[config.mk]
export PLATFORM = sky130hd
export DESIGN_NAME = rbf_cfg
export DESIGN_NICKNAME = d
export VERILOG_FILES = /design/src/rtl/rbf_pkg.sv /design/src/rtl/rbf_cfg.sv
export SDC_FILE = /design/constraint.sdc
export NUM_CORES = 1
export LEC_CHECK = 0
export ABC_AREA = 0
export BUFFER_PORTS_ARGS = -buffer_cell sky130_fd_sc_hd__buf_2
export CORE_ASPECT_RATIO = 0.7
export CORE_UTILIZATION = 30
export CTS_CLUSTER_SIZE = 30
export DETAILED_ROUTE_END_ITERATION = 8
export GPL_TIMING_DRIVEN = 0
export RECOVER_POWER = 100
export SYNTH_ARGS = -nofsm -noshare
export SYNTH_HDL_FRONTEND = slang
export SYNTH_SLANG_ARGS = --single-unit
export TNS_END_PERCENT = 10
[constraint.sdc]
create_clock -name clk -period 2.3 [get_ports clk]
set_input_delay 0.115 -clock clk [delete_from_list [all_inputs] [get_ports clk]]
set_output_delay 0.115 -clock clk [all_outputs]
set_load 0.02 [all_outputs]
[src/rtl/rbf_pkg.sv]
// ============================================================================
// rbf_pkg
// Types and constants shared by the modules of the 3x3 RGB box filter.
// ============================================================================
package rbf_pkg;

    localparam int MAX_WIDTH_DEF = 2048;   // default line store depth
    localparam int DATA_W        = 8;      // bits per color channel
    localparam int CFG_W         = 12;     // width of the size registers
    localparam int ROW_W         = 13;     // row counter, holds height + 1
    localparam int POS_W         = 23;     // result counter within a frame
    localparam int SUM_W         = 12;     // sum of nine channel values
    localparam int APB_DW        = 32;
    localparam int APB_AW        = 3;
    localparam int REG_IDX_W     = 1;

    localparam logic [REG_IDX_W-1:0] REG_IMAGE_WIDTH  = 1'b0;
    localparam logic [REG_IDX_W-1:0] REG_IMAGE_HEIGHT = 1'b1;

    localparam logic [CFG_W-1:0] RESET_WIDTH  = 12'd640;
    localparam logic [CFG_W-1:0] RESET_HEIGHT = 12'd480;

    // floor(x / 9) == (x * 1821) >> 14 for every x below 2304.
    localparam int DIV9_MUL_W = 11;
    localparam logic [DIV9_MUL_W-1:0] DIV9_MUL = 11'd1821;
    localparam int DIV9_SHIFT = 14;

    typedef logic [DATA_W-1:0] chan_t;

    typedef struct packed {
        chan_t red;
        chan_t green;
        chan_t blue;
    } pixel_t;

    // Index 0 is the upper row, 2 the current row.
    typedef pixel_t [2:0] column_t;

    typedef struct packed {
        logic [SUM_W-1:0] red;
        logic [SUM_W-1:0] green;
        logic [SUM_W-1:0] blue;
    } sums_t;

    typedef struct packed {
        logic has_res;
        logic border;
        logic frame_end;
    } item_ctrl_t;

endpackage

[src/rtl/rbf_cfg.sv]
// ============================================================================
// rbf_cfg
// APB register file holding the frame size, with the effective size decode.
// ============================================================================
module rbf_cfg
    import rbf_pkg::*;
#(
    parameter int MAX_WIDTH = MAX_WIDTH_DEF
) (
    input  logic                             clk,
    input  logic                             rst_n,
    input  logic                             psel,
    input  logic                             penable,
    input  logic                             pwrite,
    input  logic [APB_AW-1:0]                paddr,
    input  logic [APB_DW-1:0]                pwdata,
    output logic [APB_DW-1:0]                prdata,
    output logic [$clog2(MAX_WIDTH+1)-1:0]   width_eff,
    output logic [CFG_W-1:0]                 height_eff
);

    localparam int WW = $clog2(MAX_WIDTH + 1);
    localparam int XW = (WW > CFG_W) ? WW : CFG_W;

    logic [CFG_W-1:0]     width_reg;
    logic [CFG_W-1:0]     height_reg;
    logic [REG_IDX_W-1:0] reg_idx;
    logic                 wr_stb;

    assign reg_idx = paddr[APB_AW-1:2];
    assign wr_stb  = psel && penable && pwrite;

    always_ff @(posedge clk) begin
        if (!rst_n) begin
            width_reg  <= RESET_WIDTH;
            height_reg <= RESET_HEIGHT;
        end else if (wr_stb) begin
            unique case (reg_idx)
                REG_IMAGE_WIDTH:  width_reg  <= pwdata[CFG_W-1:0];
                REG_IMAGE_HEIGHT: height_reg <= pwdata[CFG_W-1:0];
                default: ;
            endcase
        end
    end

    always_comb begin
        unique case (reg_idx)
            REG_IMAGE_WIDTH:  prdata = APB_DW'(width_reg);
            REG_IMAGE_HEIGHT: prdata = APB_DW'(height_reg);
            default:          prdata = '0;
        endcase
    end

    // Width is clamped to the line store depth, both sizes to at least one.
    always_comb begin
        if (width_reg == '0) begin
            width_eff = WW'(1);
        end else if (XW'(width_reg) > XW'(MAX_WIDTH)) begin
            width_eff = WW'(MAX_WIDTH);
        end else begin
            width_eff = WW'(width_reg);
        end
    end

    assign height_eff = (height_reg == '0) ? CFG_W'(1) : height_reg;

endmodule

### After elaboration in Yosys (flattened, before gate mapping)

Cells that the tools add are included.

| operators by class | value |
|---|---|
| $lt $le $gt $ge | 1 |
| muxes and demuxes | 4 |
| bitwise operators | 1 |
| reduce and logical (&&, ||, !) cells | 6 |

Operators with widths:

| cell | number |
|---|---|
| $pmux 32 s2 | 1 |
| $mux 12 | 3 |
| $logic_not 12->1 | 2 |
| $gt 12x12->1 const B | 1 |
| $reduce_and 2->1 | 2 |
| $logic_and 1x1->1 | 2 |
| $not 1->1 | 1 |

| storage, ports and cells | value |
|---|---|
| flip-flop bits (word level) | 24 |
| input bits | 40 |
| output and inout port bits | 56 |
| word-level logic and storage cells | 14 |

### Logic depth before layout (Yosys ltp)

Gate-level depths: netlist (run 1).

| depth | value |
|---|---|
| depth in word-level cells | 3 |
| depth in mapped cells | 5 |
| gate-level depth less buffers | 2 |

### Least setup slack after synthesis (run 1)

Ideal clock, no wire load.

| timing | value |
|---|---|
| kind | input-to-output |
| start | input paddr[2] |
| end | output prdata[11] |
| arrival time | 0.921 ns |
| required time | 2.185 ns |
| setup slack | 1.264 ns |
| stages on the path | 3 |
| buffers on the path | 2 |
| path through | buf_4 -> buf_2 -> o21ai_0 |

| between the ends | value |
|---|---|
| longest elaborated chain between the ends | 2 |

Ends and longest elaborated chain:

| element | line | text |
|---|---|---|
| start, declared | rbf_cfg.sv:15 | `input logic [APB_AW-1:0] paddr,` |
| $not 1->1 | n/a |  |
| $pmux 32 s2 * | rbf_cfg.sv:47 | `unique case (reg_idx)` |
| end, declared | rbf_cfg.sv:17 | `output logic [APB_DW-1:0] prdata,` |

Every way passes the cells marked *; elsewhere a longest branch is shown, timed or not. The select of a mux whose other input is x is not followed.

### Worst setup path in the final report (run 1)

| timing | value |
|---|---|
| start | input paddr[2] |
| end | output prdata[1] |

The elaborated chain is that of the path after synthesis.

==> run metrics, run 1 <==
Commonest cells post-synth 30 x nand2_1, 24 x dfxtp_1, 24 x mux2i_1, 22 x nor2b_1, 21 x buf_4; Post-Syn Area 1450 um2; max_slew headroom roughly 46%; R2R Path End width_reg[11]; slowest CP cell clkbuf_1; Net count, final ~280; hold path endpoint width_reg[5]; layout cells sized above 1 between 20 and 25%; core area 4480 um2; cts bufs inserted 3; FF-to-FF path depth 3; YS warnings 0; sequential share of power between 40 and 50%; GP Congestion between 0.7 and 0.8; Via density around 4.2; final setup vio count 0; vias in the first global route between 1,000 and 1,500; worst path cell trace clkbuf_1 > clkbuf_1 > mux2_2 > clkbuf_1; CP most frequent cell clkbuf_1; Synth-to-Final Area Change 25.9%; worst min path class in2reg; Initial Utilization between 30% and 40%; DRC 0; CP arrival about 1.5 ns; fin. max-slew vios 0; DR iter-0 viols 65; initial antenna violation count 0; via count ~1,300; clk slew on worst S/H paths about 0.080 ns; H-Tree Depth 1; Sink Count 24; power consumption just under 0.9 mW; worst skew pair latency about 0.26 ns; cts hold-fix bufs 0; FF+latch count, synth 24; Avg Cell Area, Syn between 8 and 9 um2; largest area contributor in the netlist dfxtp_1; pre-CTS WS 1.06 ns; r2r startpoint width_reg[11]; Die Y about 60 um; VDD IR-drop max roughly 180 uV; status finished, final reports clean; Critical Path Source Type input port; Final Hold Violating Endpoints 0; Worst EP required roughly 2.2 ns; min cycle time layout around 1.6 ns; setup bufs post-CTS 0; Max Clk Rate 621 MHz; Util after Layout between 40 and 50%; die width ~85 um; CTS tree built; DR pass1 iterations 4; Clock Skews 0 ns; CTS resizes 0; Final WS setup approximately 0.69 ns; Reg area around 480 um2; Worst-Margin Slew 0.805 ns; Ports 96; ys flop type dfxtp_1; logic gate share of total power around a fifth; Max Cap Viol 0; most common cell in the netlist nand2_1; period utilization between 70% and 80%; Leakage just over 0.8 nW; top cell type's share of synthesized area around a third; DRT Wirelength 3.60 mm; Cell variety after synth 21; ant diodes 0; CTS max path bufs 2; GRT overflow 0; pwr/cell area 490 nW/um2; Sw Ratio between 20 and 30%; post-route cell area ~1800 um2; FF-to-FF setup slack 1.15 ns; Worst setup EP type primary output; RSZ-0062 raised after global routing no; Rows 20; Area after DPL 1840 um2; routed length per instance ~12 um; Fill cells roughly 500; Multi-input gate area 772 um2; setup_tns 0 ns; CTS root buf clkbuf_8; Die ar. roughly 5100 um2; Post-synth EDFFs 0; post-synthesis sequential area ratio around a third; Clk network pwr share 31.7%; largest net degree at the start of global routing 14; ranking of synthesized cells by area dfxtp_1 33%, mux2i_1 17%, buf_4 11%; first-pass GRT wire length between 5 and 6 mm; Mapped Cells between 150 and 200; Hold Crit Start pwdata[5]; hold path cells 3; hpwl dp 2.86 mm; switching power around 0.25 mW; Pint 0.648 mW; PortBufs between 50 and 60; Critical Path Max Stage Delay ~0.52 ns; crit path max fanout 10; FFs w/ async S/R, synth 0%; GRT Util Overall 14.2%; Critical Setup Path Class in2out; ANT nets after route 0
==> cells in the final DEF (no fill, tap or decap) <==
master / instances
a31o_2: 1
a41o_1: 1
and4_1: 1
and4b_1: 1
buf_2: 16
buf_4: 20
clkbuf_1: 57
clkbuf_8: 4
conb_1: 20
dfxtp_1: 24
inv_1: 1
mux2_2: 11
mux2i_1: 24
nand2_1: 30
nand4_1: 1
nor2_1: 1
nor2b_1: 22
nor3_1: 1
nor4_1: 4
o21ai_0: 1
==> routing by layer <==
layer  track usage [%]  share of wire, %  vias up
met3              3.59               6.2        0
met2              21.2                43       40
met4              1.45                 0        0
met5                 0                 0        -
li1                  -                 -      655
met1              21.2                51      559
==> critical path: cells and delay by family <==
kind                   cells  cell delay, ns
buffers and inverters      3            0.98
multiplexers               1            0.40
==> per-stage QoR <==
step | instances | hold slack, ns
2_1_floorplan | 186 | 0.257
3_5_place_dp | 292 | 0.381
5_1_grt | 296 | 0.0999
6_report | 296 | 0.101
3_3_place_gp | 292 | 0.377
4_1_cts | 296 | 0.0928
==> worst max-delay path by stage <==
| stage | from | end | slack, ns | cells after the start |
|---|---|---|---|---|
| 6_report | paddr[2] | prdata[1] | 0.69 | 4 |
| 5_1_grt | paddr[2] | prdata[2] | 0.58 | 4 |
| 4_1_cts | width_reg[5] | width_eff[0] | 0.75 | 3 |
| 3_5_place_dp | width_reg[5] | width_eff[0] | 1.06 | 3 |
| 3_3_place_gp | width_reg[5] | width_eff[0] | 1.03 | 3 |
| 2_1_floorplan | paddr[2] | prdata[11] | 1.26 | 3 |
==> power groups by stage <==
stage	Combinational (mW)	Clock [mW]	Sequential, mW
5_1_grt	0.192	0.304	0.436
2_1_floorplan	0.140	0	0.440
3_5_place_dp	0.185	0	0.444
6_report	0.177	0.283	0.434
3_3_place_gp	0.184	0	0.444
4_1_cts	0.185	0.292	0.434
==> kinds of logic after synthesis <==
group / after synthesis / share of synthesized area, %
mux: 35 / 25.1
flops: 24 / 33.2
simple gates: 61 / 21.8
other cells: 1 / 0.259
buf+inv: 43 / 18.0
compound gates: 3 / 1.64
==> layout make-up <==
class / count / area share, %
clock buffers: 4 / 3.02
flip-flops and latches: 24 / 26.3
plain buffers: 42 / 12.8
multi-input cells: 119 / 42.3
well taps: 55 / 3.77
repair buffers: 51 / 11.6
inverters: 1 / 0.206
(Power assumes the default switching activity.)
==> run 2, diff against run 1 <==
clock period = 1.4 ns   (was 2.3 ns; I/O delays follow)
==> run 2 against run 1 <==
  * Critical path depth down 1
  * Cell area up 3.2%
  * Worst hold slack worse by 0.041 ns
  * Critical path type is now reg2out
==> run metrics, run 2 (synthesis results as in run 1) <==
pre-CTS WS between 0.2 and 0.25 ns; power consumption around 1.5 mW; largest net degree at the start of global routing 14; Synth-to-Final Area Change 29.9%; ant diodes 0; Final WS setup between 0.05 and 0.06 ns; crit path max fanout 4; CTS tree built; Clk network pwr share 31.6%; crit path launch width_reg[8]; worst skew pair latency around 0.26 ns; Max Cap Viol 0; Leakage roughly 0.87 nW; Ports 96; Critical Path Source Type flip-flop; switching power a little over 0.4 mW; ANT nets after route 0; final setup vio count 0; logic gate share of total power about a fifth; vias in the first global route approximately 1,100; CTS root buf clkbuf_8; R2R Path End width_reg[11]; via count around 1,200; worst min path class in2reg; hold path cells 3; min cycle time layout 1.34 ns; first-pass GRT wire length about 5.5 mm; Max Clk Rate 745 MHz; PortBufs 51; Die ar. 5120 um2; Final Hold Violating Endpoints 0; H-Tree Depth 1; Worst setup EP type primary output; status finished, final reports clean; layout cells sized above 1 29.5%; GP Congestion between 0.7 and 0.8; Critical Setup Path Class reg2out; RSZ-0062 raised after global routing yes; pwr/cell area around 800 nW/um2; DR pass1 iterations 4; initial antenna violation count 0; VDD IR-drop max about 300 uV; routed length per instance 12.3 um; setup bufs post-CTS 0; period utilization around 96%; Clock Skews 0 ns; hpwl dp around 2.9 mm; GRT Util Overall between 10 and 15%; clk slew on worst S/H paths roughly 0.080 ns; setup_tns 0 ns; DR iter-0 viols 49; Net count, final about 280; Worst EP required ~1.3 ns; Via density between 4 and 5; FF-to-FF path depth 3; CTS max path bufs 2; post-route cell area about 1900 um2; r2r startpoint width_reg[11]; GRT overflow 0; FF-to-FF setup slack approximately 0.42 ns; fin. max-slew vios 0; max_slew headroom between 40% and 50%; Sink Count 24; commonest non-fill, non-tap cell in the layout clkbuf_1; Area after DPL 1840 um2; Pint about 1.1 mW; Worst-Margin Slew slightly above 0.8 ns; commonest cells after routing, fill and taps aside 42 x clkbuf_1, 30 x nand2_1, 24 x mux2i_1, 24 x dfxtp_1; die width 85.1 um; Sw Ratio between 20% and 30%; DRC 0; Setup crit end width_eff[0]; cts bufs inserted 3; Rows 20; Initial Utilization between 30% and 40%; CP arrival roughly 1.3 ns; core area ~4500 um2; Die Y 60.1 um; DRT Wirelength 3.63 mm; sequential share of power between 40 and 50%
==> run 2: changes by cell type in the layout (fill, tap and decap cells not counted) <==
cell / previous run / this run
nand4_2: 0 / 1
clkbuf_2: 0 / 11
nor4_4: 0 / 1
buf_2: 16 / 18
nor4_2: 0 / 2
nor4_1: 4 / 1
nand4_1: 1 / 0
buf_4: 20 / 22
clkbuf_1: 57 / 42
==> run 2: per-layer routing <==
metal / share of wire [%] / GRT usage [%] / up-vias
met4: 0 / 1.45 / 0
met3: 5.6 / 3.59 / 0
li1: - / - / 650
met1: 51 / 21.0 / 558
met2: 43 / 21.3 / 36
met5: 0 / 0 / -
==> run 2: critical path, cell delays in order (launching register included) <==
cell	delay [ns]
dfxtp_1	0.36
nor4_4	0.30
a41o_1	0.21
buf_4	0.14
==> run 2: how the worst min path moves through the flow <==
stage | from | endpoint | slack, ns
6_report | pwdata[6] | width_reg[6] | 0.06
5_1_grt | pwdata[6] | width_reg[6] | 0.06
4_1_cts | pwdata[5] | width_reg[5] | 0.05
3_5_place_dp | pwdata[5] | width_reg[5] | 0.34
3_3_place_gp | pwdata[5] | width_reg[5] | 0.33
2_1_floorplan | pwdata[5] | width_reg[5] | 0.21
==> run 2: power by group through the flow <==
stage	clock network [mW]	registers, mW	logic (mW)
4_1_cts	0.479	0.713	0.305
2_1_floorplan	0	0.723	0.229
6_report	0.468	0.715	0.298
3_3_place_gp	0	0.729	0.302
3_5_place_dp	0	0.729	0.304
5_1_grt	0.500	0.718	0.324
==> run 2: through the flow <==
| step | utilization [%] | hold slack (ns) | cells |
|---|---|---|---|
| floorplan | - | 0.212 | 186 |
| finish | 42.0 | 0.0598 | 296 |
| global placement | 41.2 | 0.332 | 292 |
| detailed placement | 41.2 | 0.336 | 292 |
| CTS | 42.6 | 0.0478 | 296 |
| global route | 42.0 | 0.0629 | 296 |
==> run 2: timing repair <==
action                     CTS  global route
hold buffers                 0             0
setup endpoints to repair   10             2
pin swaps                    2             0
gates resized for setup      3             3
==> run 2: area by class of cell <==
| cell class | count | area (um2) |
|---|---|---|
| fillers | 483 | 2600 |
| multi-input cells | 119 | 806 |
| flip-flops and latches | 24 | 480 |
| plain buffers | 42 | 241 |
| repair buffers | 51 | 226 |
| well taps | 55 | 68.8 |
| clock buffers | 4 | 55.1 |
| inverters | 1 | 3.75 |
