## config.mk

```make
export PLATFORM = sky130hd
export DESIGN_NAME = rbf_mean
export DESIGN_NICKNAME = d
export VERILOG_FILES = /design/src/rtl/rbf_pkg.sv /design/src/rtl/rbf_mean.sv
export SDC_FILE = /design/constraint.sdc
export NUM_CORES = 1
export LEC_CHECK = 0
export BUFFER_PORTS_ARGS = -buffer_cell sky130_fd_sc_hd__buf_2
export CAP_MARGIN = 20
export CORE_MARGIN = 5
export CORE_UTILIZATION = 30
export CTS_BUF_LIST = sky130_fd_sc_hd__clkbuf_8
export CTS_CLUSTER_DIAMETER = 80
export DETAILED_ROUTE_END_ITERATION = 12
export MAX_ROUTING_LAYER = met4
export PLACE_DENSITY = 0.51
export SLEW_MARGIN = 5
export SYNTH_ARGS = -nofsm -noshare
export SYNTH_HDL_FRONTEND = slang
export SYNTH_SLANG_ARGS = --single-unit
```

## constraint.sdc

```tcl
create_clock -name clk -period 4.9 [get_ports clk]
set_input_delay 0.49 -clock clk [delete_from_list [all_inputs] [get_ports clk]]
set_output_delay 0.49 -clock clk [all_outputs]
set_load 0.03 [all_outputs]
```

## src/rtl/rbf_pkg.sv

```systemverilog
// ============================================================================
// rbf_pkg
// Types and constants shared by the modules of the 3x3 RGB box filter.
// ============================================================================
package rbf_pkg;

    localparam int MAX_WIDTH_DEF = 2048;   // default line store depth
    localparam int DATA_W        = 8;      // bits per color channel
    localparam int CFG_W         = 12;     // width of the size registers
    localparam int ROW_W         = 13;     // row counter, holds height + 1
    localparam int POS_W         = 23;     // result counter within a frame
    localparam int SUM_W         = 12;     // sum of nine channel values
    localparam int APB_DW        = 32;
    localparam int APB_AW        = 3;
    localparam int REG_IDX_W     = 1;

    localparam logic [REG_IDX_W-1:0] REG_IMAGE_WIDTH  = 1'b0;
    localparam logic [REG_IDX_W-1:0] REG_IMAGE_HEIGHT = 1'b1;

    localparam logic [CFG_W-1:0] RESET_WIDTH  = 12'd640;
    localparam logic [CFG_W-1:0] RESET_HEIGHT = 12'd480;

    // floor(x / 9) == (x * 1821) >> 14 for every x below 2304.
    localparam int DIV9_MUL_W = 11;
    localparam logic [DIV9_MUL_W-1:0] DIV9_MUL = 11'd1821;
    localparam int DIV9_SHIFT = 14;

    typedef logic [DATA_W-1:0] chan_t;

    typedef struct packed {
        chan_t red;
        chan_t green;
        chan_t blue;
    } pixel_t;

    // Index 0 is the upper row, 2 the current row.
    typedef pixel_t [2:0] column_t;

    typedef struct packed {
        logic [SUM_W-1:0] red;
        logic [SUM_W-1:0] green;
        logic [SUM_W-1:0] blue;
    } sums_t;

    typedef struct packed {
        logic has_res;
        logic border;
        logic frame_end;
    } item_ctrl_t;

endpackage

```

## src/rtl/rbf_mean.sv

```systemverilog
// ============================================================================
// rbf_mean
// Division of the window sums by nine and the result pixel register.
// ============================================================================
module rbf_mean
    import rbf_pkg::*;
(
    input  logic   clk,
    input  logic   en,
    input  sums_t  sums,
    input  pixel_t center,
    input  logic   border,
    output pixel_t result
);

    localparam int MUL_W = SUM_W + DIV9_MUL_W;

    function automatic chan_t div9(input logic [SUM_W-1:0] x);
        logic [MUL_W-1:0] prod;
        prod = MUL_W'(x) * MUL_W'(DIV9_MUL);
        return chan_t'(prod >> DIV9_SHIFT);
    endfunction

    always_ff @(posedge clk) begin
        if (en) begin
            if (border) begin
                result <= center;
            end else begin
                result.red   <= div9(sums.red);
                result.green <= div9(sums.green);
                result.blue  <= div9(sums.blue);
            end
        end
    end

endmodule

```

After elaboration in Yosys (flattened, before gate mapping)
Cells that the tools add are included.
- flip-flop bits (word level): 24
- bits of input ports: 63
- output and inout bits: 24
- logic and storage cells: 7
- multiply operators: 3
- multiplexer cells: 1
- operators by type and width (operator ; count):
    $mul 12x11->22 const B ; 3
    $mux 24 ; 1

Logic depth before layout (Yosys ltp)
Gate-level depths: netlist of run 1.
- depth in word-level cells: 2
- depth in mapped cells: 18
- depth with buffers taken out: 18

Worst setup path before layout of run 1
Ideal clock, no wire load.
- kind: input port to flip-flop
- start: input port sums[13] (netlist name)
- end: register result[12] (netlist name), data pin
- data arrival time: 4.658 ns
- required time: 4.764 ns
- slack: 0.107 ns
- cell stages on the path: 18
- cell sequence: inv_1 -> fa_1 -> inv_1 -> ha_1 -> inv_1 -> fa_1 -> inv_1 -> fa_1 -> inv_1 -> fa_1 -> inv_1 -> ha_1 -> nand2_1 -> o21ai_0 -> a211o_1 -> a21o_1 -> or4b_1 -> nand3_1
- longest elaborated chain between the ends: 2
- RTL lines (what ; RTL line ; RTL):
    start: declaration ; rbf_mean.sv:10 ; input sums_t sums,
    $mul 12x11->22 ; rbf_mean.sv:20 ; prod = MUL_W'(x) * MUL_W'(DIV9_MUL);
    $mux 24 ; rbf_mean.sv:26 ; if (border) begin
    end signal: assignment ; rbf_mean.sv:27 ; result <= center;
    end: declaration ; rbf_mean.sv:13 ; output pixel_t result
No other way between the ends.
A chain may end at the register's enable or synchronous reset.

Final worst setup path of run 1
- start: input port sums[14] (netlist name)
- end: register result[12] (netlist name), data pin
Same word-level chain as after synthesis.

==> flow_metrics.py, run 1 <==
metrics = {
    "routing": {
        "wire_per_inst_um": 13.86,
        "drc": 0,
        "routed_wl_um": 17640,
        "viasPerCell": 4.647,
        "drtIter0Drc": 197,
        "antenna_left": 0,
        "first_pass_iters": 4,
        "vias": 5916,
    },
    "sta": {
        "fin_crit_ns": 4.697,
        "setup_viol": 0,
        "period_share": 0.9586,
        "fin_hold_ws_ns": 0.4871,
        "drv_slew": 0,
        "slew_headroom": 0.3700,
        "timing.fmax_ghz": 0.2129,
        "worst_slew_pin_slew_ns": 0.9440,
        "hold_viol": 0,
        "grt_setup_unrepaired": "no",
        "setup_ws_ns": 0.2027,
    },
    "final_layout": {
        "syn_to_final_growth_pct": 16.76,
        "fill_cells": 2659,
        "design_area_um2": 8803,
        "top_register": "result",
        "largest_reg_flops": 24,
        "regArea_um2": 720.7,
        "reg_top3": "result: 24 flops",
        "multi_input_area_um2": 6042,
        "finalNetCount": 1295,
        "diodes": 0,
        "drive_above_1_share": 0.1612,
    },
    "synthesis": {
        "synthAdderAreaFrac": 0.5705,
        "yosysSeqAreaShare": 0.09559,
        "synth_edf_count": 24,
        "yosys.area_share.simple": 0.08978,
        "synth_cells": 814,
        "synth_top_area_cell": "ha_1",
        "synth_async_sr_flop_share": 0,
        "synth_top_family_by_area": "adder cells",
        "ys_ff_latch": 24,
        "synthMuxAreaShare": 0.006804,
        "synth_nets": 1165,
        "yosysWarnings": 0,
        "synth_ff_type": "edfxtp_1",
        "synth_top_cell_area_share": 0.3236,
        "syn_avg_cell_area_um2": 9.263,
        "yosysUniqueCellTypes": 52,
        "synth.area.top_cells": "ha_1, fa_1, inv_1",
        "synth_area_um2": 7540,
        "synth_xor_area_frac": 0.01859,
        "synth_compound_area_frac": 0.1132,
    },
    "worst_hold_path": {
        "hold_path_depth": 3,
        "holdPathEnd": "result[19]",
        "min_path_type": "in2reg",
        "worstHoldStart": "center[19]",
    },
    "critical_path": {
        "cp_slowest_cell": "fa_1",
        "cp_max_fo": 3,
        "cp-end-kind": "flip-flop",
        "critPathKind": "in2reg",
        "critPathMaxStageDelay_ns": 0.55,
        "worstSetupStartpointType": "input pin",
        "cp_data_arrival_time_ns": 4.84,
        "crit_chain": "buf_2 -> inv_1 -> fa_1 -> inv_1 -> ha_1 -> fa_1 -> inv_1 -> fa_1 -> fa_1 -> inv_1 -> ha_1 -> a21oi_1 -> o21ai_0 -> a211o_1 -> a21o_1 -> or4b_1 -> nand3_1",
        "critical_path_required_ns": 5.04,
    },
    "clock_network": {
        "htreeDepth": 1,
        "cts_made_buffers": 3,
        "clk_pin_slew_ns": 0.09,
        "cts-root-buf": "clkbuf_8",
        "cts_sinks": 24,
        "cts_tree": "yes",
        "clock_path_buffers": 2,
    },
    "power_and_ir_drop": {
        "p_seq_frac": 0.087,
        "p_sw_frac": 0.5280,
        "internal_power_uw": 2145,
        "p_comb_frac": 0.872,
        "switchingPower_uw": 2399,
        "p_clk_frac": 0.041,
        "p_leak_uw": 0.004757,
        "power_density_nw_per_um2": 516.1,
        "vdd_drop_max_mv": 0.1856,
    },
    "global_routing": {
        "grt_max_degree": 45,
        "grtUsageTotal": 0.1313,
        "grt_overflow": 0,
        "antenna_found_initial": 0,
        "grt_pass1_wl_um": 29930,
        "grt_pass1_vias": 6135,
    },
    "placement": {
        "place_ws_ns": -0.1503,
        "placed_cell_area_um2": 8706,
        "place_congestion": 0.8221,
        "port_buffers": 86,
        "dp_hpwl_um": 16070,
    },
    "die": {
        "die_w_um": 168.5,
        "start_util": 0.3020,
        "die_area_um2": 28400,
        "coreArea_um2": 24960,
        "rows": 58,
        "boundaryPins": 87,
        "die_h_um": 168.5,
    },
    "status": {
        "status": "finished clean",
    },
    "job": {
        "drv_cap": 0,
    },
}
-- routing by layer --
| metal | track usage | part of all wire |
|---|---|---|
| met1 | 0.1756 | 0.48 |
| met2 | 0.2229 | 0.48 |
| met3 | 0.01448 | 0.033 |
| met4 | 0.01553 | 0.010 |
| met5 | - | 0 |
-- worst max-delay path by stage --
stage	from	end	slack, ns	cells after the start
global placement	sums[14]	result[12]	-0.11	19
detailed placement	sums[14]	result[12]	-0.15	19
finish	sums[14]	result[12]	0.20	17
global route	sums[14]	result[14]	0.01	20
CTS	sums[14]	result[12]	0.11	19
floorplan	sums[13]	result[12]	0.11	18
-- power groups by stage --
stage               logic [uW]  clock network (uW)  registers (uW)
finish                    3960                 186             395
detailed placement        3960                   0             401
CTS                       4000                 191             398
global placement          3950                   0             403
global route              4610                 198             406
floorplan                 2670                   0             577
-- worst max-delay path, delay by kind of cell --
family          cells  cell delay [ns]
simple gates        2             0.57
fa+ha+maj           6             2.68
compound gates      4             0.77
buf+inv             5             0.33
-- cell usage in the layout (no fill, tap or decap), types with 3 or more instances in the layout --
master,count
inv_1,202
ha_1,194
fa_1,93
buf_2,86
buf_4,49
nand2_1,44
a21oi_1,32
nor2_1,31
o21ai_0,25
edfxtp_1,24
nand3_1,17
nor3_1,16
xnor2_1,15
a211oi_1,11
a21o_1,8
a31oi_1,6
and3_1,6
o31ai_1,5
and2_1,4
mux2i_1,4
o211ai_1,4
and4_1,4
nand4_1,3
nor2b_1,3
o21bai_1,3
o21a_1,3
a21oi_2,3
a211o_1,3
a31o_2,3
o22ai_1,3
clkbuf_8,3
-- final cells by class --
class                      instances  share of cell area
multi-input combinational        578              0.6863
clock buffer                       3            0.004690
timing repair buffer             135             0.09068
inverter                         202             0.08613
clock inverter                     1            0.003411
tap                              330             0.04690
sequential                        24             0.08186
-- cells in the mapped netlist, types with 4 or more instances --
cell type    n
o21ai_0     26
a211oi_1    11
a21oi_1     33
and3_1       6
o31ai_1      5
xnor2_1     15
nand2_1     45
a31oi_1      6
nor2_1      31
nor3_1      16
nand3_1     17
clkbuf_1    10
mux2i_1      4
fa_1        93
inv_1      202
and4_1       4
ha_1       195
and2_1       4
edfxtp_1    24
o211ai_1     4
a21o_1       8
-- kinds of logic (layout without fill, tap and decap cells) --
family | after synthesis | after routing
xor gates and xnor gates | 16 | 16
adders and majority gates | 288 | 288
buffers and inverters | 212 | 341
AOI/OAI and AO/OA | 128 | 128
DFF | 24 | 24
muxes | 5 | 5
and+or+nand+nor | 141 | 141
-- stage by stage --
stage | util | total power (uW) | setup TNS, ns | cells
final | 0.3526 | 4543 | 0 | 1273
after global routing | 0.3526 | 5212 | 0 | 1273
after CTS | 0.3516 | 4587 | 0 | 1272
after detailed placement | 0.3487 | 4365 | -1.007 | 1268
after global placement | 0.3487 | 4354 | -0.5962 | 1268
after floorplan | - | 3251 | 0 | 814
-- what timing repair did --
action | 4_1_cts | 5_1_grt
hold buffers | 0 | 0
setup buffers | 0 | 1
setup endpoints to repair | 0 | 8
resized for setup | 0 | 4
Note: power is estimated with default switching activity, not from simulation.
==> run 2: changes to the inputs <==
--- a/config.mk
+++ b/config.mk
@@ -14,7 +14,9 @@
 export DETAILED_ROUTE_END_ITERATION = 12
 export MAX_ROUTING_LAYER = met4
 export PLACE_DENSITY = 0.51
+export REMOVE_ABC_BUFFERS = 1
 export SLEW_MARGIN = 5
 export SYNTH_ARGS = -nofsm -noshare
 export SYNTH_HDL_FRONTEND = slang
 export SYNTH_SLANG_ARGS = --single-unit
+export TNS_END_PERCENT = 100
==> flow_metrics.py, run 2 (same netlist as run 1, synthesis figures left out) <==
metrics = {
    "die": {
        "start_util": 0.3020,
        "die_area_um2": 28400,
        "boundaryPins": 87,
        "die_w_um": 168.5,
        "coreArea_um2": 24960,
        "rows": 58,
        "die_h_um": 168.5,
    },
    "clock_network": {
        "cts_sinks": 24,
        "htreeDepth": 1,
        "clock_path_buffers": 2,
        "clk_pin_slew_ns": 0.10,
        "cts_tree": "yes",
        "cts_made_buffers": 3,
        "ctsHoldBuffers": 0,
        "cts-root-buf": "clkbuf_8",
    },
    "global_routing": {
        "grt_max_degree": 45,
        "grt_overflow": 0,
        "antenna_found_initial": 0,
        "grt_pass1_wl_um": 29640,
        "grt_pass1_vias": 5995,
        "grtUsageTotal": 0.1309,
    },
    "final_layout": {
        "drive_above_1_share": 0.1621,
        "diodes": 0,
        "mostFrequentLayoutCells": "inv_1, ha_1, fa_1, buf_2, buf_4",
        "syn_to_final_growth_pct": 16.74,
        "top_register": "result",
        "layout_commonest_cell": "inv_1",
        "reg_top3": "result: 24 flops",
        "finalNetCount": 1296,
        "largest_reg_flops": 24,
    },
    "critical_path": {
        "critPathKind": "in2reg",
        "critical_path_required_ns": 5.06,
        "cp_max_fo": 3,
        "cp-end-kind": "flip-flop",
        "cp_data_arrival_time_ns": 4.81,
        "worstSetupStartpointType": "input pin",
    },
    "placement": {
        "place_congestion": 0.8349,
        "place_ws_ns": -0.1149,
        "dp_hpwl_um": 16190,
        "port_buffers": 86,
    },
    "job": {
        "drv_cap": 0,
    },
    "routing": {
        "vias": 5723,
        "drc": 0,
        "drtIter0Drc": 132,
        "wire_per_inst_um": 13.79,
        "viasPerCell": 4.492,
        "first_pass_iters": 4,
        "antenna_left": 0,
        "routed_wl_um": 17570,
    },
    "sta": {
        "period_share": 0.9502,
        "fin_crit_ns": 4.656,
        "setup_ws_ns": 0.2438,
        "timing.fmax_ghz": 0.2148,
        "finalSetupTns_ns": 0,
        "worst_slew_pin_slew_ns": 0.8925,
        "setup_viol": 0,
        "drv_slew": 0,
        "slew_headroom": 0.4043,
        "hold_viol": 0,
    },
    "status": {
        "status": "finished clean",
    },
    "power_and_ir_drop": {
        "p_total_uw": 4510,
        "p_leak_uw": 0.004763,
        "vdd_drop_max_mv": 0.1814,
        "power_density_nw_per_um2": 512.4,
    },
    "worst_hold_path": {
        "min_path_type": "in2reg",
    },
}
run 2: cell count changes in the layout (fill, tap and decap cells not counted), sizes merged:
cell,change
buf,+1
run 2: worst paths after layout:
path	from	cells past startpoint	slack (ns)	endpoint
worst max-delay path	sums[14]	19	0.24	result[12]
worst min-delay path	center[6]	3	0.47	result[6]
run 2: cell type report:
cell class / instances / area, um^2
inverter: 202 / 758.2
timing repair buffer: 136 / 805.8
tap: 330 / 412.9
sequential: 24 / 720.7
clock inverter: 1 / 30.03
multi-input combinational: 578 / 6033
fill: 2664 / 16160
clock buffer: 3 / 41.29
run 2: layer usage:
layer	vias to the layer above	wire length [um]	global-route usage
met5	-	0	-
met2	59	8436	0.2220
met4	0	72	0.01059
li1	2981	-	-
met1	2676	8709	0.1800
met3	7	355	0.01004
run 2: critical path, stage by stage:
cell	delay, ns
buf_2	0.12
inv_1	0.07
fa_1	0.50
inv_1	0.04
ha_1	0.28
inv_1	0.06
fa_1	0.52
inv_1	0.05
fa_1	0.53
inv_1	0.05
fa_1	0.52
inv_1	0.04
ha_1	0.32
nand2_2	0.09
o21ai_0	0.08
a211o_1	0.30
a21o_1	0.18
or4b_1	0.46
nand3_1	0.09
run 2: per-stage QoR:
step / area (um^2) / hold WS [ns] / instances / utilization
6_report: 8802 / 0.4728 / 1274 / 0.3526
5_1_grt: 8802 / 0.4540 / 1274 / 0.3526
4_1_cts: 8785 / 0.4510 / 1273 / 0.3519
3_5_place_dp: 8713 / 0.7698 / 1269 / 0.3490
3_3_place_gp: 8713 / 0.7730 / 1269 / 0.3490
2_1_floorplan: 7502 / 0.6025 / 804 / -
run 2: timing repair:
action / 4_1_cts / 5_1_grt
setup buffers: 0 / 1
gates resized for setup: 0 / 6
endpoints found under the setup margin: 0 / 10
run 2: power breakdown:
group	internal [uW]	total, uW	leakage (uW)	switching (uW)
registers	365	392	0.000235	27.4
logic	1650	3930	0.00449	2280
clock network	110	186	0.0000357	76.5
