File: src/rtl/rbf_pkg.sv
// ============================================================================
// rbf_pkg
// Types and constants shared by the modules of the 3x3 RGB box filter.
// ============================================================================
package rbf_pkg;

    localparam int MAX_WIDTH_DEF = 2048;   // default line store depth
    localparam int DATA_W        = 8;      // bits per color channel
    localparam int CFG_W         = 12;     // width of the size registers
    localparam int ROW_W         = 13;     // row counter, holds height + 1
    localparam int POS_W         = 23;     // result counter within a frame
    localparam int SUM_W         = 12;     // sum of nine channel values
    localparam int APB_DW        = 32;
    localparam int APB_AW        = 3;
    localparam int REG_IDX_W     = 1;

    localparam logic [REG_IDX_W-1:0] REG_IMAGE_WIDTH  = 1'b0;
    localparam logic [REG_IDX_W-1:0] REG_IMAGE_HEIGHT = 1'b1;

    localparam logic [CFG_W-1:0] RESET_WIDTH  = 12'd640;
    localparam logic [CFG_W-1:0] RESET_HEIGHT = 12'd480;

    // floor(x / 9) == (x * 1821) >> 14 for every x below 2304.
    localparam int DIV9_MUL_W = 11;
    localparam logic [DIV9_MUL_W-1:0] DIV9_MUL = 11'd1821;
    localparam int DIV9_SHIFT = 14;

    typedef logic [DATA_W-1:0] chan_t;

    typedef struct packed {
        chan_t red;
        chan_t green;
        chan_t blue;
    } pixel_t;

    // Index 0 is the upper row, 2 the current row.
    typedef pixel_t [2:0] column_t;

    typedef struct packed {
        logic [SUM_W-1:0] red;
        logic [SUM_W-1:0] green;
        logic [SUM_W-1:0] blue;
    } sums_t;

    typedef struct packed {
        logic has_res;
        logic border;
        logic frame_end;
    } item_ctrl_t;

endpackage

File: src/rtl/rbf_win.sv
// ============================================================================
// rbf_win
// 3x3 pixel window and the registered per-channel sums of its nine pixels.
// ============================================================================
module rbf_win
    import rbf_pkg::*;
(
    input  logic    clk,
    input  logic    rst_n,
    input  logic    shift_en,
    input  column_t col_in,
    input  logic    sum_en,
    output sums_t   sums,
    output pixel_t  center
);

    column_t win_reg [3];

    logic [SUM_W-1:0] col_r [3];
    logic [SUM_W-1:0] col_g [3];
    logic [SUM_W-1:0] col_b [3];

    always_ff @(posedge clk) begin
        if (!rst_n) begin
            for (int k = 0; k < 3; k++) begin
                win_reg[k] <= '0;
            end
        end else if (shift_en) begin
            win_reg[0] <= win_reg[1];
            win_reg[1] <= win_reg[2];
            win_reg[2] <= col_in;
        end
    end

    always_comb begin
        for (int k = 0; k < 3; k++) begin
            col_r[k] = SUM_W'(win_reg[k][0].red) + SUM_W'(win_reg[k][1].red) +
                       SUM_W'(win_reg[k][2].red);
            col_g[k] = SUM_W'(win_reg[k][0].green) + SUM_W'(win_reg[k][1].green) +
                       SUM_W'(win_reg[k][2].green);
            col_b[k] = SUM_W'(win_reg[k][0].blue) + SUM_W'(win_reg[k][1].blue) +
                       SUM_W'(win_reg[k][2].blue);
        end
    end

    always_ff @(posedge clk) begin
        if (sum_en) begin
            sums.red   <= col_r[0] + col_r[1] + col_r[2];
            sums.green <= col_g[0] + col_g[1] + col_g[2];
            sums.blue  <= col_b[0] + col_b[1] + col_b[2];
            center     <= win_reg[1][1];
        end
    end

endmodule

File: config.mk
export PLATFORM = sky130hd
export DESIGN_NAME = rbf_win
export DESIGN_NICKNAME = d
export VERILOG_FILES = /design/src/rtl/rbf_pkg.sv /design/src/rtl/rbf_win.sv
export SDC_FILE = /design/constraint.sdc
export NUM_CORES = 1
export LEC_CHECK = 0
export BUFFER_PORTS_ARGS = -buffer_cell sky130_fd_sc_hd__buf_2
export CORE_UTILIZATION = 25
export DETAILED_ROUTE_END_ITERATION = 8
export GPL_ROUTABILITY_DRIVEN = 0
export SLEW_MARGIN = 15
export SYNTH_ARGS = -nofsm -noshare
export SYNTH_HDL_FRONTEND = slang
export SYNTH_SLANG_ARGS = --single-unit
File: constraint.sdc
create_clock -name clk -period 9.2 [get_ports clk]
set_clock_uncertainty 0.2 [all_clocks]
set_input_delay 0.46 -clock clk [delete_from_list [all_inputs] [get_ports clk]]
set_output_delay 0.46 -clock clk [all_outputs]
set_load 0.005 [all_outputs]
After elaboration in Yosys (flattened, before gate mapping)

Memory sizes are Yosys's and may differ from the RTL's.
Cells that the tools add are included.

Bitwise operators: 3
Muxes and demuxes: 7
Add/sub/neg operators: 24

Operators with widths:

| operator         | number |
|---|---|
| $mux W72         | 3 |
| $add A9 B8 Y10   | 9 |
| $add A8 B8 Y9    | 9 |
| $add A11 B10 Y12 | 3 |
| $add A10 B10 Y11 | 3 |
| $mux W1          | 4 |
| $or A1 B1 Y1     | 3 |

Bits of input ports: 76
Register bits: 60
Memory bits (writable): 216
Logic and storage cells: 41
Output and inout bits: 60
Memories: 1

Memory list:

| memory  | words | bits a word | rd ports | clocked after Yosys merged registers in | wr ports | line          | RTL |
|---|---|---|---|---|---|---|---|
| win_reg | 3     | 72          | 3        | 0                                       | 3        | rbf_win.sv:17 | `column_t win_reg [3];` |

Logic depth before layout (Yosys ltp)

Gate-level depths: netlist (run 1).
An unclocked memory read counts as a cell.

Word-level depth: 5
Gate-level depth with buffers: 16
Gate-level depth less buffers: 16

Least setup slack after synthesis (run 1)

OpenSTA, ideal clock, no wires.

Kind: input-to-reg
Start point: input port shift_en
End point: memory win_reg[0][0] in the netlist's numbering (enable)
Buffers on the path: 2
Setup time: 0.616 ns
Slack: 2.299 ns
Data arrival time: 6.086 ns
Stages: 3
Path through: clkbuf_2 clkbuf_1 nand2b_1

RTL lines:

| item            | line          | RTL |
|---|---|---|
| start, declared | rbf_win.sv:10 | `input logic shift_en,` |
| end, declared   | rbf_win.sv:17 |  |

==> reports/qor.csv, run 1 <==
stage,metric,value,unit
synthesis,"Top FF cell, synth",edfxtp_1,
cts,clock slew at reported path FFs,0.06,ns
worst_hold_path,Hold Crit Class,in2reg,
worst_setup_path,CP arrival,4.50,ns
cts,CTS Root Cell,clkbuf_16,
drt,Routed Antenna Nets,0,
flow_run,Max-Cap Viols,0,
synthesis,Post-Syn Area,15100,sq um
final_layout,Util after Layout,0.298,
synthesis,Post-synth EDFFs,276,
synthesis,sequential share of the synthesized area,0.547,
cts,worst skew pair latency,0.52,ns
drt,Detailed Route WL,29.6,mm
worst_setup_path,CP Capture Type,register,
timing,worst slew pin tran,0.994,ns
floorplan,Die Span X,248,um
timing,Slew HR,0.337,
global_route,number of global-route vias before repair,8988,
cts,CTS Buf Count,34,
final_layout,fillers,5995,
synthesis,Synth Area per Inst,13.9,sq um
drt,DR WL/cell,14.7,um
cts,clk buf depth,3,
drt,DR vias/cell,4.11,
drt,Remaining DRCs,0,
placement,dpl ws,4.76,ns
synthesis,main combinational cell family by area after synthesis,adder cells,
final_layout,P&R area growth vs syn,16.9,%
synthesis,post-synthesis simple-gate area fraction,0.102,
floorplan,die height,248,um
global_route,initial antenna violation count,0,
drt,vias post-DR,8279,
timing,Max Fclk,0.226,GHz
global_route,largest net degree at the start of global routing,109,
global_route,wire length of the first global-routing pass,47.9,mm
cts,CTS H-tree lvls,2,
placement,Post-DP Area,16600,sq um
floorplan,initial core utilization,0.255,
floorplan,die area,61600,sq um
timing,Period minus WS final,4.43,ns
worst_setup_path,critical path cell sequence,fa_1 -> fa_1 -> fa_1 -> inv_1 -> fa_1 -> inv_1 -> ha_1 -> fa_1 -> a21oi_1 -> o211ai_1 -> o41ai_2 -> xnor2_1,
worst_setup_path,Startpoint Class,register,
timing,Fin. Hold Viols,0,
final_layout,fraction of layout cells with a size suffix above 1,0.157,
worst_setup_path,Setup CP Type,reg2reg,
timing,"Slew Viols, Final",0,
cts,TritonCTS clock tree,done,
drt,DR pass1 iterations,4,
cts,Post-CTS Setup Bufs,0,
synthesis,multiplexer area fraction after synthesis,0,
global_route,Total GRT Usage,0.0996,
worst_setup_path,Reg2Reg Setup Slack,4.77,ns
synthesis,fraction of registers with async set or reset after synthesis,0,
worst_setup_path,critical path's slowest cell,fa_1,
synthesis,Yosys top cell by area,edfxtp_1,
synthesis,top-area cell type share of the netlist area,0.547,
synthesis,synthesized flop and latch total,276,
worst_setup_path,"most used cell, CP",fa_1,
worst_setup_path,CP Data Required Time,9.28,ns
timing,crit share post-route,0.481,
synthesis,Mapped Cells,1087,
cts,Post-CTS Hold Buffers,0,
synthesis,syn_nets,1364,
worst_setup_path,max incr delay on CP,0.58,ns
floorplan,Site Rows,89,
global_route,final global-route overflow total,0,
floorplan,io pins,136,
synthesis,"count leader, synth",edfxtp_1,
drt,DRT iter0 DRCs,370,
timing,fin worst setup slack,4.77,ns
final_layout,Nets,1494,
worst_setup_path,largest fanout on the critical path,3,
status,status,completed,
final_layout,final instance area,17700,sq um
synthesis,Post-Synth XOR/XNOR Area,0.0121,
timing,setup_tns,0,ns
cts,post_cts resized,0,
synthesis,"Distinct cells, synth",31,
synthesis,"synthesized-area fraction occupied by ao, oa, aoi and oai cells",0.0189,
floorplan,Core Area,59500,sq um
final_layout,max reg flops,216,
synthesis,most frequent cells after synthesis,"edfxtp_1, inv_1, and3_1, fa_1, ha_1",
timing,final setup violation count,0,
cts,clock sinks,276,
pwr,PwrDens,293,nW/um^2
timing,unrepaired setup endpoints after global routing,false,
placement,port buffer count,135,
synthesis,synth top area cells,"edfxtp_1, fa_1, and3_1",
pwr,Leakage,8.24,nW
synthesis,synth warn,0,
pwr,Worst VDD drop,0.151,mV
synthesis,Post-Synth Adder-Cell Area,0.246,
placement,DP Wirelength,20.7,mm
==> cell type report <==
cell class	count	area [sq um]	area share
diodes	1	2.50	0.000141
clock inverters	15	111	0.00629
well taps	773	967	0.0547
multi-input cells	519	5750	0.325
inverters	244	916	0.0518
clock buffers	43	906	0.0512
repair buffers	142	756	0.0427
flip-flops and latches	276	8290	0.468
==> cell usage in the layout, fill, tap and decap left out, types with 12 or more instances in the layout <==
cell type / Yosys / layout
edfxtp_1: 276 / 276
inv_1: 244 / 244
and3_1: 217 / 217
fa_1: 162 / 162
buf_2: 12 / 132
ha_1: 39 / 39
clkbuf_16: 0 / 35
xnor2_1: 17 / 17
nor2_1: 15 / 15
a21oi_1: 12 / 12
==> per-stage QoR <==
step,power (mW),hold slack (ns),cells
floorplan,3.41,0.241,1087
global placement,3.95,0.257,1953
detailed placement,3.99,0.258,1953
CTS,5.29,0.0102,2011
global route,5.64,0.0292,2012
finish,5.18,0.0465,2013
==> power by group <==
group | internal, mW | total, mW | switching, mW | leakage (nW)
registers | 1.68 | 1.75 | 0.0710 | 2.97
logic | 0.967 | 2.17 | 1.21 | 4.77
clock network | 0.726 | 1.25 | 0.523 | 0.494
==> metal layers <==
metal / track usage / part of all wire / vias up
met1: 0.131 / 0.44 / 4239
met2: 0.162 / 0.48 / 124
met4: 0.0332 / 0.025 / 0
met5: 0 / 0 / -
met3: 0.0223 / 0.046 / 44
li1: - / - / 3872
==> worst max-delay path: cells and delay by family (launching register included) <==
| family | cells | cell delay, ns |
|---|---|---|
| fa+ha+maj | 6 | 2.75 |
| buf+inv | 2 | 0.09 |
| flops | 1 | 0.41 |
| xor+xnor | 1 | 0.10 |
| compound gates | 3 | 0.63 |
==> path summary, 6_finish.rpt <==
check / start / end / cells past startpoint
worst min register to register: win_reg[0][96]$_SDFFCE_PN0P_ / center[0]$_DFFE_PP_ / 0
worst max register to register: win_reg[0][162]$_SDFFCE_PN0P_ / sums[34]$_DFFE_PP_ / 12
worst max-delay path: win_reg[0][162]$_SDFFCE_PN0P_ / sums[34]$_DFFE_PP_ / 12
worst min-delay path: col_in[45] / win_reg[0][189]$_SDFFCE_PN0P_ / 2
==> kinds of logic after synthesis <==
family,Yosys count
buffers and inverters,292
DFF,276
and+or+nand+nor,255
adders and majority gates,201
AOI/OAI and AO/OA,42
xor gates and xnor gates,21
No activity file was read; power rests on OpenSTA's default activity.
==> run 2, diff against run 1 <==
==> constraint.sdc (replaced) <==
create_clock -name clk -period 3.6 [get_ports clk]
set_clock_uncertainty 0.2 [all_clocks]
set_input_delay 0.18 -clock clk [delete_from_list [all_inputs] [get_ports clk]]
set_output_delay 0.18 -clock clk [all_outputs]
set_load 0.005 [all_outputs]
==> reports/qor.csv, run 2 (synthesis results as in run 1) <==
stage,metric,value,unit,change
floorplan,io pins,136,,unchanged
final_layout,Nets,1635,,+9.4%
timing,crit share post-route,1.18,,+0.695
floorplan,die area,61600,sq um,unchanged
worst_setup_path,Startpoint Class,register,,
worst_setup_path,CP bufs+invs,3,,+1
timing,setup_tns,-9.75,ns,-9.75 ns
worst_setup_path,CP arrival,4.31,ns,-0.19 ns
cts,TritonCTS clock tree,done,,
final_layout,fraction of layout cells with a size suffix above 1,0.235,,+0.0788
global_route,Total GRT Usage,0.103,,+0.00373
drt,DR WL/cell,14.3,um,-2.5%
placement,port buffer count,135,,unchanged
floorplan,Die Span X,248,um,unchanged
worst_hold_path,Hold Crit Class,in2reg,,
pwr,Comb power frac,0.515,,+0.095
global_route,wire length of the first global-routing pass,49.6,mm,+3.5%
global_route,initial antenna violation count,1,,+1
timing,final setup violation count,26,,+26
pwr,cell-internal power,10.7,mW,+220%
cts,CTS Root Cell,clkbuf_16,,
worst_setup_path,Top delay family on crit path,adder cells,,
drt,Remaining DRCs,0,,unchanged
floorplan,die height,248,um,unchanged
pwr,Clock Power Share,0.210,,-0.031
final_layout,"commonest cells after routing, fill and taps aside","edfxtp_1, inv_1, and3_1, fa_1, buf_2",,
drt,Routed Antenna Nets,0,,unchanged
worst_setup_path,Crit. Startpoint,win_reg[0][202]$_SDFFCE_PN0P_,,
global_route,final global-route overflow total,0,,unchanged
final_layout,sequential cell area,8290,sq um,unchanged
flow_run,Max-Cap Viols,0,,unchanged
final_layout,max reg flops,216,,unchanged
timing,unrepaired setup endpoints after global routing,true,,
drt,DR vias/cell,4.05,,-1.6%
final_layout,"most common cell after layout, fill and taps aside",edfxtp_1,,
worst_setup_path,Setup CP Type,reg2reg,,
timing,Slew HR,0.299,,-0.0379
worst_hold_path,Hold Crit Start,sum_en,,
floorplan,Core Area,59500,sq um,unchanged
pwr,sw frac,0.344,,-0.00399
worst_setup_path,critical path's slowest cell,fa_1,,
timing,worst slew pin tran,1.05,ns,+0.0569 ns
placement,DP Wirelength,20.8,mm,+0.67%
worst_setup_path,max incr delay on CP,0.57,ns,about the same
drt,DRT iter0 DRCs,377,,+1.9%
drt,Detailed Route WL,30.9,mm,+4.4%
pwr,Leakage,8.97,nW,+8.8%
status,status,"complete, but fails checks",,
final_layout,P&R area growth vs syn,28.3,%,
cts,CTS Buf Count,35,,+2.9%
global_route,largest net degree at the start of global routing,181,,+66%
drt,DR pass1 iterations,4,,unchanged
timing,Max Fclk,0.236,GHz,+4.6%
timing,fin worst setup slack,-0.634,ns,-5.41 ns
drt,vias post-DR,8722,,+5.4%
final_layout,fillers,5915,,-1.3%
cts,clk buf depth,3,,unchanged
pwr,Worst VDD drop,0.463,mV,+210%
pwr,Psw,5.60,mW,+210%
cts,clock slew at reported path FFs,0.05,ns,about the same
timing,"Slew Viols, Final",0,,unchanged
floorplan,initial core utilization,0.255,,unchanged
timing,Period minus WS final,4.23,ns,-0.194 ns
worst_setup_path,largest fanout on the critical path,2,,-1
worst_setup_path,CP Data Required Time,3.67,ns,-5.61 ns
final_layout,"Cell Count, Final, Fillers Out",2155,,+7.1%
cts,clock sinks,276,,unchanged
pwr,PwrDens,839,nW/um^2,+190%
final_layout,Multi-input gate area,6100,sq um,+6.1%
cts,worst skew pair latency,0.52,ns,about the same
cts,CTS H-tree lvls,2,,unchanged
status,failing checks,setup timing,,
worst_setup_path,"most used cell, CP",fa_1,,
placement,placed cells,2010,,+2.9%
worst_setup_path,critical path cell sequence,fa_1 -> fa_1 -> fa_1 -> inv_1 -> fa_1 -> inv_2 -> ha_4 -> inv_2 -> fa_2 -> nor2b_4 -> o2111ai_2 -> nand3_2 -> o41a_1 -> xor2_1,,
pwr,Flop pwr share,0.275,,-0.064
worst_setup_path,startpoint of the worst-slack reg-to-reg timing path,win_reg[0][202]$_SDFFCE_PN0P_,,
floorplan,Site Rows,89,,unchanged
worst_setup_path,CP Capture Type,register,,
global_route,number of global-route vias before repair,9469,,+5.4%
timing,Fin. Hold Viols,0,,unchanged
## run 2: layout make-up
cell class | instances | area share
diodes | 1 | 0.000129
clock buffers | 45 | 0.0492
clock inverters | 15 | 0.00760
inverters | 244 | 0.0472
multi-input cells | 519 | 0.314
flip-flops and latches | 276 | 0.427
well taps | 773 | 0.0498
repair buffers | 282 | 0.106
## run 2: worst reg2reg max path, delay by kind of cell, from the launching register on
| kind | cells | cell delay (ns) |
|---|---|---|
| adder cells (fa/ha/maj) | 6 | 2.42 |
| AND/OR/NAND/NOR | 2 | 0.16 |
| buffers and inverters | 3 | 0.15 |
| XOR/XNOR | 1 | 0.14 |
| flip-flops | 1 | 0.41 |
| AO/OA/AOI/OAI | 2 | 0.50 |
## run 2: metrics by stage
stage | setup WS, ns | hold WS (ns) | utilization | total power, mW | area [sq um]
6_report | -0.634 | 0.182 | 0.327 | 16.3 | 19400
5_1_grt | -0.766 | 0.228 | 0.327 | 17.6 | 19400
4_1_cts | -0.656 | 0.198 | 0.324 | 16.0 | 19300
3_5_place_dp | -0.717 | 0.300 | 0.290 | 11.7 | 17200
3_3_place_gp | -0.649 | 0.298 | 0.290 | 11.5 | 17200
2_1_floorplan | -0.512 | 0.0925 | - | 9.16 | 15300
## run 2: final timing paths
check | to | slack [ns] | cells past startpoint
max | sums[22]$_DFFE_PP_ | -0.63 | 14
min | sums[28]$_DFFE_PP_ | 0.18 | 1
max reg2reg | sums[22]$_DFFE_PP_ | -0.63 | 14
min reg2reg | center[7]$_DFFE_PP_ | 0.32 | 0
## run 2: metal layers
| metal | wire length, um | GRT usage | up-vias |
|---|---|---|---|
| met5 | 0 | 0 | - |
| met4 | 747 | 0.0355 | 0 |
| met3 | 1230 | 0.0218 | 44 |
| met2 | 15500 | 0.175 | 146 |
| met1 | 13300 | 0.130 | 4381 |
| li1 | - | - | 4151 |
## run 2: timing repair
action / CTS / global route
hold buffers: 73 / 0
endpoints found under the setup margin: 26 / 27
buffers inserted: 8 / 6
gates resized for setup: 32 / 30
hold endpoints to repair: 76 / 0
pin swaps: 35 / 39
## run 2: power groups by stage
stage               logic, mW  registers, mW  clock network [mW]
floorplan                4.63           4.53                   0
global placement         6.99           4.53                   0
detailed placement       7.11           4.55                   0
CTS                      7.95           4.49                3.55
global route             9.43           4.52                3.66
finish                   8.39           4.48                3.42
==> run 3, diff against run 2 <==
--- a/config.mk
+++ b/config.mk
@@ -7,8 +7,10 @@
 export LEC_CHECK = 0
 export BUFFER_PORTS_ARGS = -buffer_cell sky130_fd_sc_hd__buf_2
 export CORE_UTILIZATION = 25
+export CTS_BUF_LIST = sky130_fd_sc_hd__clkbuf_4 sky130_fd_sc_hd__clkbuf_8
 export DETAILED_ROUTE_END_ITERATION = 8
 export GPL_ROUTABILITY_DRIVEN = 0
+export HOLD_SLACK_MARGIN = 0.06
 export SLEW_MARGIN = 15
 export SYNTH_ARGS = -nofsm -noshare
 export SYNTH_HDL_FRONTEND = slang
==> reports/qor.csv, run 3 (synthesis results as in run 1) <==
stage,metric,value,unit,change
status,failing checks,setup timing,,
cts,worst skew pair latency,0.61,ns,+0.09 ns
pwr,PwrDens,838,nW/um^2,-0.13%
global_route,largest net degree at the start of global routing,181,,unchanged
timing,"Slew Viols, Final",0,,unchanged
floorplan,Site Rows,89,,unchanged
floorplan,Die Span X,248,um,unchanged
global_route,GR Layer Usage met1,0.129,,-0.00101
final_layout,"Cell Count, Final, Fillers Out",2187,,+1.5%
cts,CTS H-tree lvls,2,,unchanged
timing,Max Fclk,0.235,GHz,-0.34%
pwr,Final Power,16.2,mW,-0.43%
cts,TritonCTS clock tree,done,,
timing,crit share post-route,1.18,,+0.00403
worst_setup_path,startpoint of the worst-slack reg-to-reg timing path,win_reg[0][202]$_SDFFCE_PN0P_,,
final_layout,max reg flops,216,,unchanged
worst_hold_path,Hold Crit Class,in2reg,,
cts,clock sinks,276,,unchanged
timing,fin worst setup slack,-0.648,ns,-0.0145 ns
worst_setup_path,Setup CP Type,reg2reg,,
floorplan,io pins,136,,unchanged
worst_setup_path,critical path cell sequence,fa_1 -> fa_1 -> fa_1 -> inv_1 -> fa_1 -> inv_2 -> ha_4 -> inv_2 -> fa_2 -> nor2b_4 -> o2111ai_2 -> nand3_2 -> o41a_1 -> xor2_1,,
final_layout,"most common cell after layout, fill and taps aside",edfxtp_1,,
placement,placed cells,2010,,unchanged
final_layout,P&R area growth vs syn,27.9,%,
global_route,number of global-route vias before repair,9572,,+1.1%
worst_setup_path,Startpoint Class,register,,
global_route,final global-route overflow total,0,,unchanged
drt,vias post-DR,8765,,+0.49%
worst_setup_path,Top delay family on crit path,adder cells,,
worst_setup_path,CP Data Required Time,3.78,ns,+0.11 ns
placement,dpl ws,-0.717,ns,unchanged
worst_setup_path,Reg2Reg Setup Slack,-0.65,ns,about the same
worst_setup_path,largest fanout on the critical path,2,,unchanged
drt,Remaining DRCs,0,,unchanged
drt,DR pass1 iterations,6,,+2
worst_setup_path,CP arrival,4.42,ns,+0.11 ns
pwr,Worst VDD drop,0.536,mV,+16%
worst_setup_path,"most used cell, CP",fa_1,,
global_route,initial antenna violation count,2,,+1
timing,Slew HR,0.302,,+0.00204
timing,Period minus WS final,4.25,ns,+0.0145 ns
worst_setup_path,max incr delay on CP,0.57,ns,about the same
floorplan,initial core utilization,0.255,,unchanged
cts,CTS Buf Count,50,,+43%
cts,clock slew at reported path FFs,0.06,ns,about the same
timing,unrepaired setup endpoints after global routing,true,,
final_layout,Nets,1654,,+1.2%
drt,DR vias/cell,4.01,,-0.98%
drt,DRT iter0 DRCs,334,,-11%
final_layout,"commonest cells after routing, fill and taps aside","edfxtp_1, inv_1, and3_1, fa_1, buf_2",,
timing,worst slew pin tran,1.05,ns,-0.00306 ns
drt,DR WL/cell,14.2,um,-0.55%
floorplan,die area,61600,sq um,unchanged
floorplan,die height,248,um,unchanged
final_layout,fillers,5911,,-0.068%
global_route,met3 Usage GRT,0.0199,,-0.00183
cts,clk buf depth,3,,unchanged
cts,CTS Root Cell,clkbuf_8,,
global_route,met2 GRT Util,0.172,,-0.00254
pwr,Leakage,8.96,nW,about the same
worst_setup_path,CP bufs+invs,3,,unchanged
status,status,"complete, but fails checks",,
timing,Fin. Hold Viols,0,,unchanged
worst_setup_path,CP Capture Type,register,,
global_route,Total GRT Usage,0.103,,about the same
global_route,wire length of the first global-routing pass,49.6,mm,about the same
worst_hold_path,Hold Crit Start,sum_en,,
flow_run,Max-Cap Viols,0,,unchanged
global_route,GRT Max-Usage Layer,met2,,
worst_setup_path,critical path's slowest cell,fa_1,,
placement,port buffer count,135,,unchanged
drt,Detailed Route WL,31.1,mm,+0.92%
drt,Routed Antenna Nets,0,,unchanged
worst_setup_path,Crit. Startpoint,win_reg[0][202]$_SDFFCE_PN0P_,,
placement,DP Wirelength,20.8,mm,unchanged
floorplan,Core Area,59500,sq um,unchanged
timing,final setup violation count,26,,unchanged
final_layout,fraction of layout cells with a size suffix above 1,0.259,,+0.0239
==> run 3: final timing paths <==
check,depth (start not counted),to
worst max-delay path,14,sums[22]$_DFFE_PP_
worst min-delay path,1,sums[28]$_DFFE_PP_
worst max register to register,14,sums[22]$_DFFE_PP_
worst min register to register,0,center[7]$_DFFE_PP_
==> run 3: repair_timing <==
action                     CTS  global route
hold endpoints to repair    76             0
resized for setup           32            39
pin swaps                   31            50
setup endpoints to repair   26            27
hold buffers                73             0
setup buffers                6            11
==> run 3: power breakdown <==
group	internal, mW	switching (mW)
Sequential	4.30	0.178
Clock	1.64	1.34
Combinational	4.56	4.19
==> run 3: per-layer routing <==
metal | wire, um | up-vias
li1 | - | 4190
met1 | 13700 | 4370
met2 | 15400 | 144
met3 | 1160 | 61
met4 | 963 | 0
met5 | 0 | -
==> run 3: through the flow <==
stage                     instance area [sq um]  TNS (ns)   util  hold WS, ns
after floorplan                           15300     -4.68      -       0.0925
after global placement                    17200     -9.66  0.290        0.298
after detailed placement                  17200    -10.81  0.290        0.300
after CTS                                 19100    -10.04  0.322       0.0912
after global routing                      19400    -13.51  0.326        0.129
final                                     19400    -10.34  0.326        0.117
==> run 3: layout make-up <==
type,instances,area (sq um),area share
Clock buffer,70,838,0.0433
Sequential cell,276,8290,0.428
Multi-Input combinational cell,519,6120,0.316
Tap cell,773,967,0.0499
Clock inverter,17,139,0.00717
Inverter,244,916,0.0473
Timing Repair Buffer,286,2090,0.108
Antenna cell,2,5.00,0.000258
